$ cat src/design/pdca_pkg.sv
`timescale 1ns / 1ps
// ----------------------------------------------------------------------------
// pdca_pkg
// Shared constants, types and codes of the pedometer accumulator.
// ----------------------------------------------------------------------------
package pdca_pkg;

  localparam int SAMPLE_RATE   = 50;
  localparam int INTERVAL_GATE = 65500;
  localparam int SPEED_MAX     = 16383;

  // step length bands, interval thresholds
  localparam int TH_FULL = SAMPLE_RATE;
  localparam int TH_23   = SAMPLE_RATE * 2 / 3;
  localparam int TH_12   = SAMPLE_RATE / 2;
  localparam int TH_25   = SAMPLE_RATE * 2 / 5;
  localparam int TH_13   = SAMPLE_RATE / 3;
  localparam int TH_14   = SAMPLE_RATE / 4;

  // output scaling divisors
  localparam int DIST_DIV = 100;
  localparam int CAL_DIV  = 100000;
  localparam int MIN_DIV  = SAMPLE_RATE * 60;

  // widths
  localparam int CFG_W      = 8;
  localparam int CFG_IDX_W  = 2;
  localparam int CNT_W      = 16;
  localparam int ACC_W      = 32;
  localparam int SPEED_W    = 14;
  localparam int IVL_W      = $clog2(SAMPLE_RATE + 1);
  localparam int LEN_W      = 9;                       // 6h/5 <= 306
  localparam int NUM_W      = 11;                      // 6h <= 1530
  localparam int ACT_W      = IVL_W + CNT_W;
  localparam int DPROD_W    = LEN_W + CNT_W;
  localparam int CPROD_W    = CNT_W + CFG_W;
  localparam int SPD_NUM_W  = $clog2(306 * SAMPLE_RATE + 1);

  // divider: 32-bit dividend, 2 quotient bits per cycle
  localparam int DVD_W      = 32;
  localparam int DVS_W      = 17;
  localparam int PAIR_CNT_W = 4;
  localparam int IVL_PAIRS  = CNT_W / 2;
  localparam int LEN_PAIRS  = (NUM_W + 1) / 2;
  localparam int SPD_PAIRS  = (SPD_NUM_W + 1) / 2;
  localparam int OUT_PAIRS  = DVD_W / 2;
  localparam int SPD_SHIFT  = DVD_W - 2 * SPD_PAIRS;

  // configuration register indexes
  localparam logic [CFG_IDX_W-1:0] CFG_HEIGHT = 2'd0;
  localparam logic [CFG_IDX_W-1:0] CFG_WEIGHT = 2'd1;
  localparam logic [CFG_IDX_W-1:0] CFG_TICK   = 2'd2;

  localparam logic [CFG_W-1:0] HEIGHT_RST = 8'd170;
  localparam logic [CFG_W-1:0] WEIGHT_RST = 8'd70;
  localparam logic [CFG_W-1:0] TICK_RST   = 8'd26;

  localparam logic ACT_CLEAR = 1'b1;

  typedef enum logic [3:0] {
    ST_IDLE,
    ST_TICK,
    ST_IVL_GO,
    ST_IVL_WAIT,
    ST_LEN_GO,
    ST_LEN_WAIT,
    ST_SPD_GO,
    ST_SPD_WAIT,
    ST_CAL,
    ST_ACC,
    ST_OUT_GO,
    ST_OUT_WAIT,
    ST_RESULT
  } pdca_state_e;

  typedef struct packed {
    logic latch_in;
    logic tick;
    logic ivl_start;
    logic ivl_latch;
    logic len_start;
    logic len_latch;
    logic dist_mul;
    logic spd_start;
    logic spd_latch;
    logic cal_mul;
    logic accum;
    logic odiv_start;
    logic odiv_latch;
    logic load_out;
  } pdca_cmd_t;

  typedef struct packed {
    logic action;
    logic cnt_gt;
    logic ivl_zero;
    logic div_done;
    logic odiv_done;
  } pdca_sts_t;

endpackage

$ cat src/design/pdca_div.sv
`timescale 1ns / 1ps
// ----------------------------------------------------------------------------
// pdca_div
// Iterative restoring divider, two quotient bits per cycle. The caller
// left-aligns the dividend so that 2*(pairs_i+1) steps cover its bits.
// ----------------------------------------------------------------------------
module pdca_div
  import pdca_pkg::*;
(
  input  logic                  clk_i,
  input  logic                  rst_ni,
  input  logic                  start_i,
  input  logic [PAIR_CNT_W-1:0] pairs_i,
  input  logic [DVD_W-1:0]      dividend_i,
  input  logic [DVS_W-1:0]      divisor_i,
  output logic                  done_o,
  output logic [DVD_W-1:0]      quotient_o
);

  logic                  busy_q, busy_d;
  logic                  done_q, done_d;
  logic [PAIR_CNT_W-1:0] cnt_q, cnt_d;
  logic [DVD_W-1:0]      quo_q, quo_d;
  logic [DVS_W-1:0]      rem_q, rem_d;
  logic [DVS_W-1:0]      dvs_q, dvs_d;

  logic [DVS_W:0]   t1, t2;
  logic [DVS_W-1:0] r1, r2;
  logic             b1, b2;

  always_comb begin
    t1 = {rem_q, quo_q[DVD_W-1]};
    b1 = (t1 >= {1'b0, dvs_q});
    r1 = b1 ? DVS_W'(t1 - {1'b0, dvs_q}) : t1[DVS_W-1:0];
    t2 = {r1, quo_q[DVD_W-2]};
    b2 = (t2 >= {1'b0, dvs_q});
    r2 = b2 ? DVS_W'(t2 - {1'b0, dvs_q}) : t2[DVS_W-1:0];
  end

  always_comb begin
    busy_d = busy_q;
    done_d = 1'b0;
    cnt_d  = cnt_q;
    quo_d  = quo_q;
    rem_d  = rem_q;
    dvs_d  = dvs_q;
    if (start_i) begin
      busy_d = 1'b1;
      cnt_d  = pairs_i;
      quo_d  = dividend_i;
      rem_d  = '0;
      dvs_d  = divisor_i;
    end else if (busy_q) begin
      quo_d = {quo_q[DVD_W-3:0], b1, b2};
      rem_d = r2;
      if (cnt_q == '0) begin
        busy_d = 1'b0;
        done_d = 1'b1;
      end else begin
        cnt_d = cnt_q - 1'b1;
      end
    end
  end

  always_ff @(posedge clk_i or negedge rst_ni) begin
    if (!rst_ni) begin
      busy_q <= 1'b0;
      done_q <= 1'b0;
      cnt_q  <= '0;
    end else begin
      busy_q <= busy_d;
      done_q <= done_d;
      cnt_q  <= cnt_d;
    end
  end

  always_ff @(posedge clk_i) begin
    quo_q <= quo_d;
    rem_q <= rem_d;
    dvs_q <= dvs_d;
  end

  assign done_o     = done_q;
  assign quotient_o = quo_q;

endmodule

$ cat src/design/pdca_ctrl.sv
`timescale 1ns / 1ps
// ----------------------------------------------------------------------------
// pdca_ctrl
// Sequencer: walks one item through tick update, interval divide, step
// length, speed, accumulation and output scaling; owns the output valid.
// ----------------------------------------------------------------------------
module pdca_ctrl
  import pdca_pkg::*;
(
  input  logic      clk_i,
  input  logic      rst_ni,
  input  logic      in_valid_i,
  output logic      in_stall_o,
  output logic      out_valid_o,
  input  logic      out_stall_i,
  input  pdca_sts_t sts_i,
  output pdca_cmd_t cmd_o
);

  pdca_state_e state_q, state_d;
  logic        out_valid_q, out_valid_d;
  logic        out_free;

  assign out_free = !out_valid_q || !out_stall_i;

  always_comb begin
    state_d = state_q;
    case (state_q)
      ST_IDLE:     if (in_valid_i) state_d = ST_TICK;
      ST_TICK: begin
        if (sts_i.action == ACT_CLEAR) state_d = ST_RESULT;
        else if (sts_i.cnt_gt)         state_d = ST_IVL_GO;
        else                           state_d = ST_RESULT;
      end
      ST_IVL_GO:   state_d = ST_IVL_WAIT;
      ST_IVL_WAIT: if (sts_i.div_done) state_d = ST_LEN_GO;
      ST_LEN_GO:   state_d = ST_LEN_WAIT;
      ST_LEN_WAIT: if (sts_i.div_done) state_d = ST_SPD_GO;
      ST_SPD_GO:   state_d = sts_i.ivl_zero ? ST_CAL : ST_SPD_WAIT;
      ST_SPD_WAIT: if (sts_i.div_done) state_d = ST_CAL;
      ST_CAL:      state_d = ST_ACC;
      ST_ACC:      state_d = ST_OUT_GO;
      ST_OUT_GO:   state_d = ST_OUT_WAIT;
      ST_OUT_WAIT: if (sts_i.odiv_done) state_d = ST_RESULT;
      ST_RESULT:   if (out_free) state_d = ST_IDLE;
      default:     state_d = ST_IDLE;
    endcase
  end

  always_comb begin
    cmd_o            = '0;
    in_stall_o       = (state_q != ST_IDLE);
    cmd_o.latch_in   = (state_q == ST_IDLE) && in_valid_i;
    cmd_o.tick       = (state_q == ST_TICK);
    cmd_o.ivl_start  = (state_q == ST_IVL_GO);
    cmd_o.ivl_latch  = (state_q == ST_IVL_WAIT) && sts_i.div_done;
    cmd_o.len_start  = (state_q == ST_LEN_GO);
    cmd_o.len_latch  = (state_q == ST_LEN_WAIT) && sts_i.div_done;
    cmd_o.dist_mul   = (state_q == ST_SPD_GO);
    cmd_o.spd_start  = (state_q == ST_SPD_GO) && !sts_i.ivl_zero;
    cmd_o.spd_latch  = (state_q == ST_SPD_WAIT) && sts_i.div_done;
    cmd_o.cal_mul    = (state_q == ST_CAL);
    cmd_o.accum      = (state_q == ST_ACC);
    cmd_o.odiv_start = (state_q == ST_OUT_GO);
    cmd_o.odiv_latch = (state_q == ST_OUT_WAIT) && sts_i.odiv_done;
    cmd_o.load_out   = (state_q == ST_RESULT) && out_free;

    out_valid_d = out_valid_q;
    if (cmd_o.load_out)                out_valid_d = 1'b1;
    else if (out_valid_q && !out_stall_i) out_valid_d = 1'b0;
  end

  always_ff @(posedge clk_i or negedge rst_ni) begin
    if (!rst_ni) begin
      state_q     <= ST_IDLE;
      out_valid_q <= 1'b0;
    end else begin
      state_q     <= state_d;
      out_valid_q <= out_valid_d;
    end
  end

  assign out_valid_o = out_valid_q;

endmodule

$ cat src/design/pdca_dp.sv
`timescale 1ns / 1ps
// ----------------------------------------------------------------------------
// pdca_dp
// Datapath: configuration, accumulator state, one divider shared by the step
// path and distance scaling, two for kcal and minutes, output beat registers.
// ----------------------------------------------------------------------------
module pdca_dp
  import pdca_pkg::*;
(
  input  logic                 clk_i,
  input  logic                 rst_ni,
  input  logic                 cfg_we_i,
  input  logic [CFG_IDX_W-1:0] cfg_idx_i,
  input  logic [CFG_W-1:0]     cfg_data_i,
  input  logic                 action_i,
  input  logic [CNT_W-1:0]     step_count_i,
  input  pdca_cmd_t            cmd_i,
  output pdca_sts_t            sts_o,
  output logic                 steps_credited_o,
  output logic [SPEED_W-1:0]   speed_cm_per_s_o,
  output logic [CNT_W-1:0]     total_steps_o,
  output logic [CNT_W-1:0]     distance_m_o,
  output logic [CNT_W-1:0]     calories_kcal_o,
  output logic [CNT_W-1:0]     active_minutes_o
);

  // configuration
  logic [CFG_W-1:0] height_q, weight_q, tick_inc_q;

  always_ff @(posedge clk_i or negedge rst_ni) begin
    if (!rst_ni) begin
      height_q   <= HEIGHT_RST;
      weight_q   <= WEIGHT_RST;
      tick_inc_q <= TICK_RST;
    end else if (cfg_we_i) begin
      case (cfg_idx_i)
        CFG_HEIGHT: height_q   <= cfg_data_i;
        CFG_WEIGHT: weight_q   <= cfg_data_i;
        CFG_TICK:   tick_inc_q <= cfg_data_i;
        default: ;
      endcase
    end
  end

  // accumulator state
  logic [CNT_W-1:0] last_q, interval_q;
  logic [ACC_W-1:0] active_q, dist_cm_q, cal_q;
  logic [CNT_W-1:0] dist_m_q, kcal_q, minutes_q;
  logic             credited_q;
  logic [SPEED_W-1:0] speed_q;

  // per-item working registers
  logic               action_q;
  logic [CNT_W-1:0]   count_q, steps_q;
  logic [IVL_W-1:0]   ivl_q;
  logic [LEN_W-1:0]   len_q;
  logic [ACT_W-1:0]   act_prod_q;
  logic [CNT_W-1:0]   dist_q;
  logic [CPROD_W-1:0] cal_prod_q;

  // divider signals
  logic                  div_a_start;
  logic [PAIR_CNT_W-1:0] div_a_pairs;
  logic [DVD_W-1:0]      div_a_dvd;
  logic [DVS_W-1:0]      div_a_dvs;
  logic                  div_a_done, div_b_done, div_c_done;
  logic [DVD_W-1:0]      quo_a, quo_b, quo_c;

  logic [CNT_W:0]       tick_sum;
  logic [CNT_W-1:0]     tick_next;
  logic [2:0]           len_k, len_den;
  logic [NUM_W-1:0]     len_num;
  logic [SPD_NUM_W-1:0] spd_num;
  logic [DPROD_W-1:0]   dist_full;
  logic [CPROD_W+2:0]   cal5;

  always_comb begin
    tick_sum  = {1'b0, interval_q} + {{(CNT_W+1-CFG_W){1'b0}}, tick_inc_q};
    tick_next = tick_sum[CNT_W] ? {CNT_W{1'b1}} : tick_sum[CNT_W-1:0];
  end

  // step length band: numerator factor and divisor
  always_comb begin
    if (32'(ivl_q) >= TH_FULL) begin
      len_k = 3'd1; len_den = 3'd5;
    end else if (32'(ivl_q) > TH_23) begin
      len_k = 3'd1; len_den = 3'd4;
    end else if (32'(ivl_q) > TH_12) begin
      len_k = 3'd1; len_den = 3'd3;
    end else if (32'(ivl_q) > TH_25) begin
      len_k = 3'd1; len_den = 3'd2;
    end else if (32'(ivl_q) > TH_13) begin
      len_k = 3'd5; len_den = 3'd6;
    end else if (32'(ivl_q) > TH_14) begin
      len_k = 3'd1; len_den = 3'd1;
    end else begin
      len_k = 3'd6; len_den = 3'd5;
    end
    len_num = NUM_W'(height_q) * NUM_W'(len_k);
  end

  assign spd_num   = SPD_NUM_W'(len_q * SAMPLE_RATE);
  assign dist_full = DPROD_W'(len_q) * DPROD_W'(steps_q);
  assign cal5      = {3'b0, cal_prod_q} + {1'b0, cal_prod_q, 2'b0};

  // shared divider operand select
  always_comb begin
    div_a_start = cmd_i.ivl_start | cmd_i.len_start | cmd_i.spd_start | cmd_i.odiv_start;
    div_a_pairs = PAIR_CNT_W'(OUT_PAIRS - 1);
    div_a_dvd   = dist_cm_q;
    div_a_dvs   = DVS_W'(DIST_DIV);
    if (cmd_i.ivl_start) begin
      div_a_pairs = PAIR_CNT_W'(IVL_PAIRS - 1);
      div_a_dvd   = {interval_q, {(DVD_W-CNT_W){1'b0}}};
      div_a_dvs   = DVS_W'(steps_q);
    end else if (cmd_i.len_start) begin
      div_a_pairs = PAIR_CNT_W'(LEN_PAIRS - 1);
      div_a_dvd   = DVD_W'(len_num) << (DVD_W - 2 * LEN_PAIRS);
      div_a_dvs   = DVS_W'(len_den);
    end else if (cmd_i.spd_start) begin
      div_a_pairs = PAIR_CNT_W'(SPD_PAIRS - 1);
      div_a_dvd   = DVD_W'(spd_num) << SPD_SHIFT;
      div_a_dvs   = DVS_W'(ivl_q);
    end
  end

  pdca_div u_div_a (
    .clk_i      (clk_i),
    .rst_ni     (rst_ni),
    .start_i    (div_a_start),
    .pairs_i    (div_a_pairs),
    .dividend_i (div_a_dvd),
    .divisor_i  (div_a_dvs),
    .done_o     (div_a_done),
    .quotient_o (quo_a)
  );

  pdca_div u_div_b (
    .clk_i      (clk_i),
    .rst_ni     (rst_ni),
    .start_i    (cmd_i.odiv_start),
    .pairs_i    (PAIR_CNT_W'(OUT_PAIRS - 1)),
    .dividend_i (cal_q),
    .divisor_i  (DVS_W'(CAL_DIV)),
    .done_o     (div_b_done),
    .quotient_o (quo_b)
  );

  pdca_div u_div_c (
    .clk_i      (clk_i),
    .rst_ni     (rst_ni),
    .start_i    (cmd_i.odiv_start),
    .pairs_i    (PAIR_CNT_W'(OUT_PAIRS - 1)),
    .dividend_i (active_q),
    .divisor_i  (DVS_W'(MIN_DIV)),
    .done_o     (div_c_done),
    .quotient_o (quo_c)
  );

  // all three output divides run the same length
  always_comb begin
    sts_o.action    = action_q;
    sts_o.cnt_gt    = (count_q > last_q);
    sts_o.ivl_zero  = (ivl_q == '0);
    sts_o.div_done  = div_a_done;
    sts_o.odiv_done = div_a_done & div_b_done & div_c_done;
  end

  // state registers
  always_ff @(posedge clk_i or negedge rst_ni) begin
    if (!rst_ni) begin
      last_q     <= '0;
      interval_q <= '0;
      active_q   <= '0;
      dist_cm_q  <= '0;
      cal_q      <= '0;
      dist_m_q   <= '0;
      kcal_q     <= '0;
      minutes_q  <= '0;
      credited_q <= 1'b0;
      speed_q    <= '0;
    end else begin
      if (cmd_i.tick) begin
        credited_q <= 1'b0;
        speed_q    <= '0;
        if (action_q == ACT_CLEAR) begin
          last_q     <= '0;
          interval_q <= '0;
          active_q   <= '0;
          dist_cm_q  <= '0;
          cal_q      <= '0;
          dist_m_q   <= '0;
          kcal_q     <= '0;
          minutes_q  <= '0;
        end else begin
          if (32'(interval_q) < INTERVAL_GATE) interval_q <= tick_next;
          if (count_q < last_q) last_q <= count_q;
        end
      end
      if (cmd_i.len_latch) active_q <= active_q + ACC_W'(act_prod_q);
      if (cmd_i.spd_latch) begin
        speed_q <= (quo_a > DVD_W'(SPEED_MAX)) ? SPEED_W'(SPEED_MAX) : quo_a[SPEED_W-1:0];
      end
      if (cmd_i.accum) begin
        dist_cm_q  <= dist_cm_q + ACC_W'(dist_q);
        cal_q      <= cal_q + ACC_W'(cal5[CPROD_W+2:2]);
        last_q     <= count_q;
        interval_q <= '0;
        credited_q <= 1'b1;
      end
      if (cmd_i.odiv_latch) begin
        dist_m_q  <= quo_a[CNT_W-1:0];
        kcal_q    <= quo_b[CNT_W-1:0];
        minutes_q <= quo_c[CNT_W-1:0];
      end
    end
  end

  // working registers
  always_ff @(posedge clk_i) begin
    if (cmd_i.latch_in) begin
      action_q <= action_i;
      count_q  <= step_count_i;
    end
    if (cmd_i.tick) steps_q <= count_q - last_q;
    if (cmd_i.ivl_latch) begin
      ivl_q <= (quo_a > DVD_W'(SAMPLE_RATE)) ? IVL_W'(SAMPLE_RATE) : quo_a[IVL_W-1:0];
    end
    if (cmd_i.len_start) act_prod_q <= ACT_W'(ivl_q) * ACT_W'(steps_q);
    if (cmd_i.len_latch) len_q <= quo_a[LEN_W-1:0];
    if (cmd_i.dist_mul)  dist_q <= dist_full[CNT_W-1:0];
    if (cmd_i.cal_mul)   cal_prod_q <= CPROD_W'(dist_q) * CPROD_W'(weight_q);
  end

  // output beat registers
  always_ff @(posedge clk_i) begin
    if (cmd_i.load_out) begin
      steps_credited_o <= credited_q;
      speed_cm_per_s_o <= speed_q;
      total_steps_o    <= last_q;
      distance_m_o     <= dist_m_q;
      calories_kcal_o  <= kcal_q;
      active_minutes_o <= minutes_q;
    end
  end

endmodule

$ cat src/design/pedometer_distance_calorie_accumulator_unit.sv
`timescale 1ns / 1ps
// ----------------------------------------------------------------------------
// pedometer_distance_calorie_accumulator_unit
// Step count to interval, speed, distance, calories and active minutes.
// ----------------------------------------------------------------------------
//  channel | signals                                   | handshake
//  --------+-------------------------------------------+---------------------
//  in      | action_i, step_count_i                    | in_valid_i/in_stall_o
//  out     | steps_credited_o .. active_minutes_o      | out_valid_o/out_stall_i
//  cfg     | cfg_idx_i, cfg_data_i                     | cfg_we_i
//
//  A beat that credits new steps runs the shared two-bit-per-cycle divider
//  for interval, step length and speed (each with launch and wait states),
//  then for distance beside the calorie and minute output divides. The
//  speed divide is skipped when the interval is zero. Clear, no-change and
//  count-fall beats skip all divides. One beat is in flight at a time; a
//  finished result waits in the output register while out_stall_i is high,
//  and the next input beat is taken meanwhile. Reset restores the config
//  defaults and clears accumulators, not the working or output registers.
// ----------------------------------------------------------------------------
module pedometer_distance_calorie_accumulator_unit
  import pdca_pkg::*;
(
  input  logic                 clk_i,
  input  logic                 rst_ni,
  input  logic                 cfg_we_i,
  input  logic [CFG_IDX_W-1:0] cfg_idx_i,
  input  logic [CFG_W-1:0]     cfg_data_i,
  input  logic                 in_valid_i,
  output logic                 in_stall_o,
  input  logic                 action_i,
  input  logic [CNT_W-1:0]     step_count_i,
  output logic                 out_valid_o,
  input  logic                 out_stall_i,
  output logic                 steps_credited_o,
  output logic [SPEED_W-1:0]   speed_cm_per_s_o,
  output logic [CNT_W-1:0]     total_steps_o,
  output logic [CNT_W-1:0]     distance_m_o,
  output logic [CNT_W-1:0]     calories_kcal_o,
  output logic [CNT_W-1:0]     active_minutes_o
);

  pdca_cmd_t cmd;
  pdca_sts_t sts;

  pdca_ctrl u_ctrl (
    .clk_i       (clk_i),
    .rst_ni      (rst_ni),
    .in_valid_i  (in_valid_i),
    .in_stall_o  (in_stall_o),
    .out_valid_o (out_valid_o),
    .out_stall_i (out_stall_i),
    .sts_i       (sts),
    .cmd_o       (cmd)
  );

  pdca_dp u_dp (
    .clk_i            (clk_i),
    .rst_ni           (rst_ni),
    .cfg_we_i         (cfg_we_i),
    .cfg_idx_i        (cfg_idx_i),
    .cfg_data_i       (cfg_data_i),
    .action_i         (action_i),
    .step_count_i     (step_count_i),
    .cmd_i            (cmd),
    .sts_o            (sts),
    .steps_credited_o (steps_credited_o),
    .speed_cm_per_s_o (speed_cm_per_s_o),
    .total_steps_o    (total_steps_o),
    .distance_m_o     (distance_m_o),
    .calories_kcal_o  (calories_kcal_o),
    .active_minutes_o (active_minutes_o)
  );

endmodule
$ cat config.mk
export PLATFORM = sky130hd
export DESIGN_NAME = pedometer_distance_calorie_accumulator_unit
export DESIGN_NICKNAME = d
export VERILOG_FILES = /design/src/design/pdca_pkg.sv /design/src/design/pdca_div.sv /design/src/design/pdca_ctrl.sv /design/src/design/pdca_dp.sv /design/src/design/pedometer_distance_calorie_accumulator_unit.sv
export SDC_FILE = /design/constraint.sdc
export NUM_CORES = 2
export LEC_CHECK = 0
export BUFFER_PORTS_ARGS = -buffer_cell sky130_fd_sc_hd__buf_2
export CAP_MARGIN = 25
export CORE_MARGIN = 5
export CORE_UTILIZATION = 35
export CTS_BUF_LIST = sky130_fd_sc_hd__clkbuf_4 sky130_fd_sc_hd__clkbuf_8
export CTS_CLUSTER_DIAMETER = 120
export CTS_CLUSTER_SIZE = 30
export DETAILED_ROUTE_END_ITERATION = 7
export PLACE_DENSITY_LB_ADDON = 0.1
export SYNTH_ARGS = -nofsm -noshare
export SYNTH_HDL_FRONTEND = slang
export SYNTH_SLANG_ARGS = --single-unit
$ cat constraint.sdc
create_clock -name clk_i -period 7.1 [get_ports clk_i]
set_input_delay 0.71 -clock clk_i [delete_from_list [all_inputs] [get_ports clk_i]]
set_output_delay 0.71 -clock clk_i [all_outputs]
set_load 0.02 [all_outputs]
==> impl_metrics.yaml <==
status:
  status: "complete, no violations"
timing:
  period_minus_slack_ns: 5.75
  worstMarginPinSlew_ns: 1.00
  final_max_slew_viol_count: 0
  slew_headroom_pct: 33.1
  fin_crit_sh_pct: 81.0
  fin_setup_tns_ns: 0
  setup_viol: 0
  fmax_ghz: 0.174
  hold_viol: 0
  rsz0062_at_grt: "no"
  skew_ns: 0.0665
yosys:
  synthFlopType: "edfxtp_1"
  synth_cell_types: 101
  yosys-top-cells-area: "edfxtp_1 (22%), dfrtp_1 (14%), fa_1 (11%)"
  syn_avg_cell_area_sq_um: 9.59
  syn_inst: 4381
  synth_area_sq_mm: 0.0420
  synth_seq_area_share_pct: 38.2
  synth_commonest_cells: "nand2_1 (738), inv_1 (380), edfxtp_1 (301), ha_1 (285), o21ai_0 (270)"
  ys_warn_count: 0
  yosys.area.top_type: "edfxtp_1"
  synthArstFlopShare_pct: 40.3
  synth-edff-count: 301
  synth_most_common_cell: "nand2_1"
  synth_top_area_share_pct: 21.5
  syn-num-nets: 4925
  ys_ff_latch: 590
setup_path:
  end_kind: "flop"
  slowest_delay_ns: 0.73
  crit_path_max_fanout: 17
  worstPathCellList: "nand2_1 -> fa_1 -> inv_1 -> fa_1 -> fa_1 -> inv_1 -> fa_1 -> inv_1 -> ha_1 -> o21a_1 -> o21ai_0 -> a21oi_1 -> o2111ai_1 -> a41oi_1 -> a221o_1 -> a211oi_1 -> a21oi_1 -> xnor2_1"
  arrival_ns: 6.27
  crit_type: "reg -> reg"
  slowest_stage: "dfrtp_1"
  cp-start-kind: "flop"
  crit_required_ns: 7.62
  crit_top_cell: "fa_1"
routing:
  vias: 31300
  drt-initial-drc-count: 1892
  avgRoutedWirePerCell_microns: 18.9
  ant_nets: 0
  dr.pass1.iters: 5
  drt_wl_total_microns: 115000
  via_per_inst: 5.17
  drc_errors: 0
clock_tree:
  numCtsBuffers: 31
  tritoncts: "done"
  clock_sinks: 590
  clk_pin_slew_worst_paths_ns: 0.18
  clk_path_buf_depth: 3
  post_cts_buffers: 0
  clk-insertion-delay-late_ns: 0.81
  htree_levels: 1
  cts_root_buffer: "clkbuf_8"
floorplan:
  die_y_microns: 356
  io-pin-count: 113
  num_rows: 127
  initial_core_util_pct: 35.1
  core-area_sq_mm: 0.119
  die_w_microns: 356
  dieArea_sq_mm: 0.127
layout:
  drive_gt1_share_pct: 7.29
  area_growth_pct: 8.22
  final_nets: 4965
placement:
  hpwl_microns: 84000
  gp_congestion: 0.833
  io_buffers: 112
global_routing:
  grt_pass1_vias: 31000
  overflow: 0
  track_usage_pct: 17.7
  grt_first_pass_wirelength_microns: 180000
  grt_max_degree: 103
  grt_antenna_before_repair: 9
job:
  cap_violations: 0
worst_hold_path:
  hp-class: "in -> reg"
-- kinds of logic (layout without fill, tap and decap cells) --
group,after synthesis,count (layout),synth area share [%]
compound gates,960,960,14.8
xor+xnor,215,215,4.50
fa+ha+maj,512,512,19.3
buf+inv,558,622,5.11
flops,590,590,38.2
mux,69,69,1.73
other cells,0,4,0
simple gates,1477,1477,16.3
-- area by class of cell --
cell class / count / area, sq um
Antenna cell: 4 / 10.0
Clock buffer: 39 / 499
Inverter: 383 / 1440
Multi-Input combinational cell: 3233 / 23900
Tap cell: 1612 / 2020
Fill cell: 12200 / 74000
Sequential cell: 590 / 16000
Clock inverter: 18 / 322
Timing Repair Buffer: 182 / 1220
-- flip-flops by register name (all words and copies together) (netlist names), 17 cells and up --
| signal | count |
|---|---|
| u_dp.u_div_b.rem_q | 17 |
| u_dp.cal_q | 32 |
| u_dp.act_prod_q | 22 |
| u_dp.cal_prod_q | 24 |
| u_dp.u_div_a.quotient_o | 32 |
| u_dp.active_q | 32 |
| u_dp.u_div_c.rem_q | 17 |
| u_dp.dist_cm_q | 32 |
| u_dp.u_div_c.quotient_o | 32 |
| u_dp.u_div_a.rem_q | 17 |
| u_dp.u_div_b.quotient_o | 32 |
-- cell usage in the layout (no fill, tap or decap), types with 16 or more instances in the layout --
cell	instances
o21bai_1	27
edfxtp_1	301
a22oi_1	16
fa_1	227
ha_1	285
nor4_1	21
o21a_1	29
a22o_1	61
mux2_2	29
a211o_1	17
dlygate4sd3_1	18
o21ai_0	270
nor3_1	84
o211ai_1	28
or3_1	22
and2_1	164
nand2_1	736
nand4_1	25
buf_4	45
xor2_1	57
o311ai_0	17
inv_1	380
dfxtp_1	51
buf_2	111
a211oi_1	25
o31ai_1	19
dfrtp_1	228
nand2b_1	41
a21o_1	69
and3_1	38
clkbuf_8	33
nor2b_1	29
nand3_1	61
a31oi_1	52
nor2_1	183
xnor2_1	157
a21oi_1	203
mux2i_1	40
-- path summary, 6_finish.rpt --
path,start,endpoint,slack (ns),cells past startpoint
hold / removal,out_stall_i,u_ctrl.out_valid_o$_DFFE_PN0P_,0.14,3
setup / recovery,u_dp.weight_q[4]$_DFFE_PN0P_,u_dp.cal_prod_q[23]$_DFFE_PP_,1.35,18
hold reg to reg,u_dp.kcal_q[6]$_DFFE_PN0P_,u_dp.calories_kcal_o[6]$_DFFE_PP_,0.47,0
max in group asynchronous,rst_ni,u_dp.u_div_c.busy_q$_DFF_PN0_,5.21,3
setup reg to reg,u_dp.weight_q[4]$_DFFE_PN0P_,u_dp.cal_prod_q[23]$_DFFE_PP_,1.35,18
min in group asynchronous,rst_ni,u_dp.last_q[9]$_DFFE_PN0P_,0.47,2
-- through the flow --
stage                     utilization (%)  instance area [sq um]  hold WS [ns]  worst slack [ns]  cells
after floorplan                         -                  42000         0.414              1.85   4381
after global placement               37.1                  44300         0.430              1.52   5975
after detailed placement             37.1                  44400         0.430              1.37   5979
after CTS                            38.0                  45400        0.0501              1.31   6054
after global routing                 38.0                  45400        0.0811             0.958   6058
final                                38.0                  45500         0.137              1.35   6061
-- routing by layer --
metal	track usage (%)	wire (microns)
met5	0	0
met4	3.27	2250
met3	1.75	4070
met2	29.8	53700
met1	25.1	54600
-- what timing repair did --
action / 4_1_cts / 5_1_grt
endpoints found under the setup margin: 0 / 0
resized for setup: 0 / 0
hold endpoints to repair: 88 / 0
hold buffers: 18 / 0
-- critical path: cells and delay by family, from the launching register on --
family | cells | cell delay (ns)
adder cells (fa/ha/maj) | 5 | 2.43
AO/OA/AOI/OAI | 8 | 1.84
flip-flops | 1 | 0.73
AND/OR/NAND/NOR | 1 | 0.16
XOR/XNOR | 1 | 0.16
buffers and inverters | 3 | 0.15
Power is not shown: default switching activity piles up to over one toggle a cycle in this logic, so the estimate is an artifact.
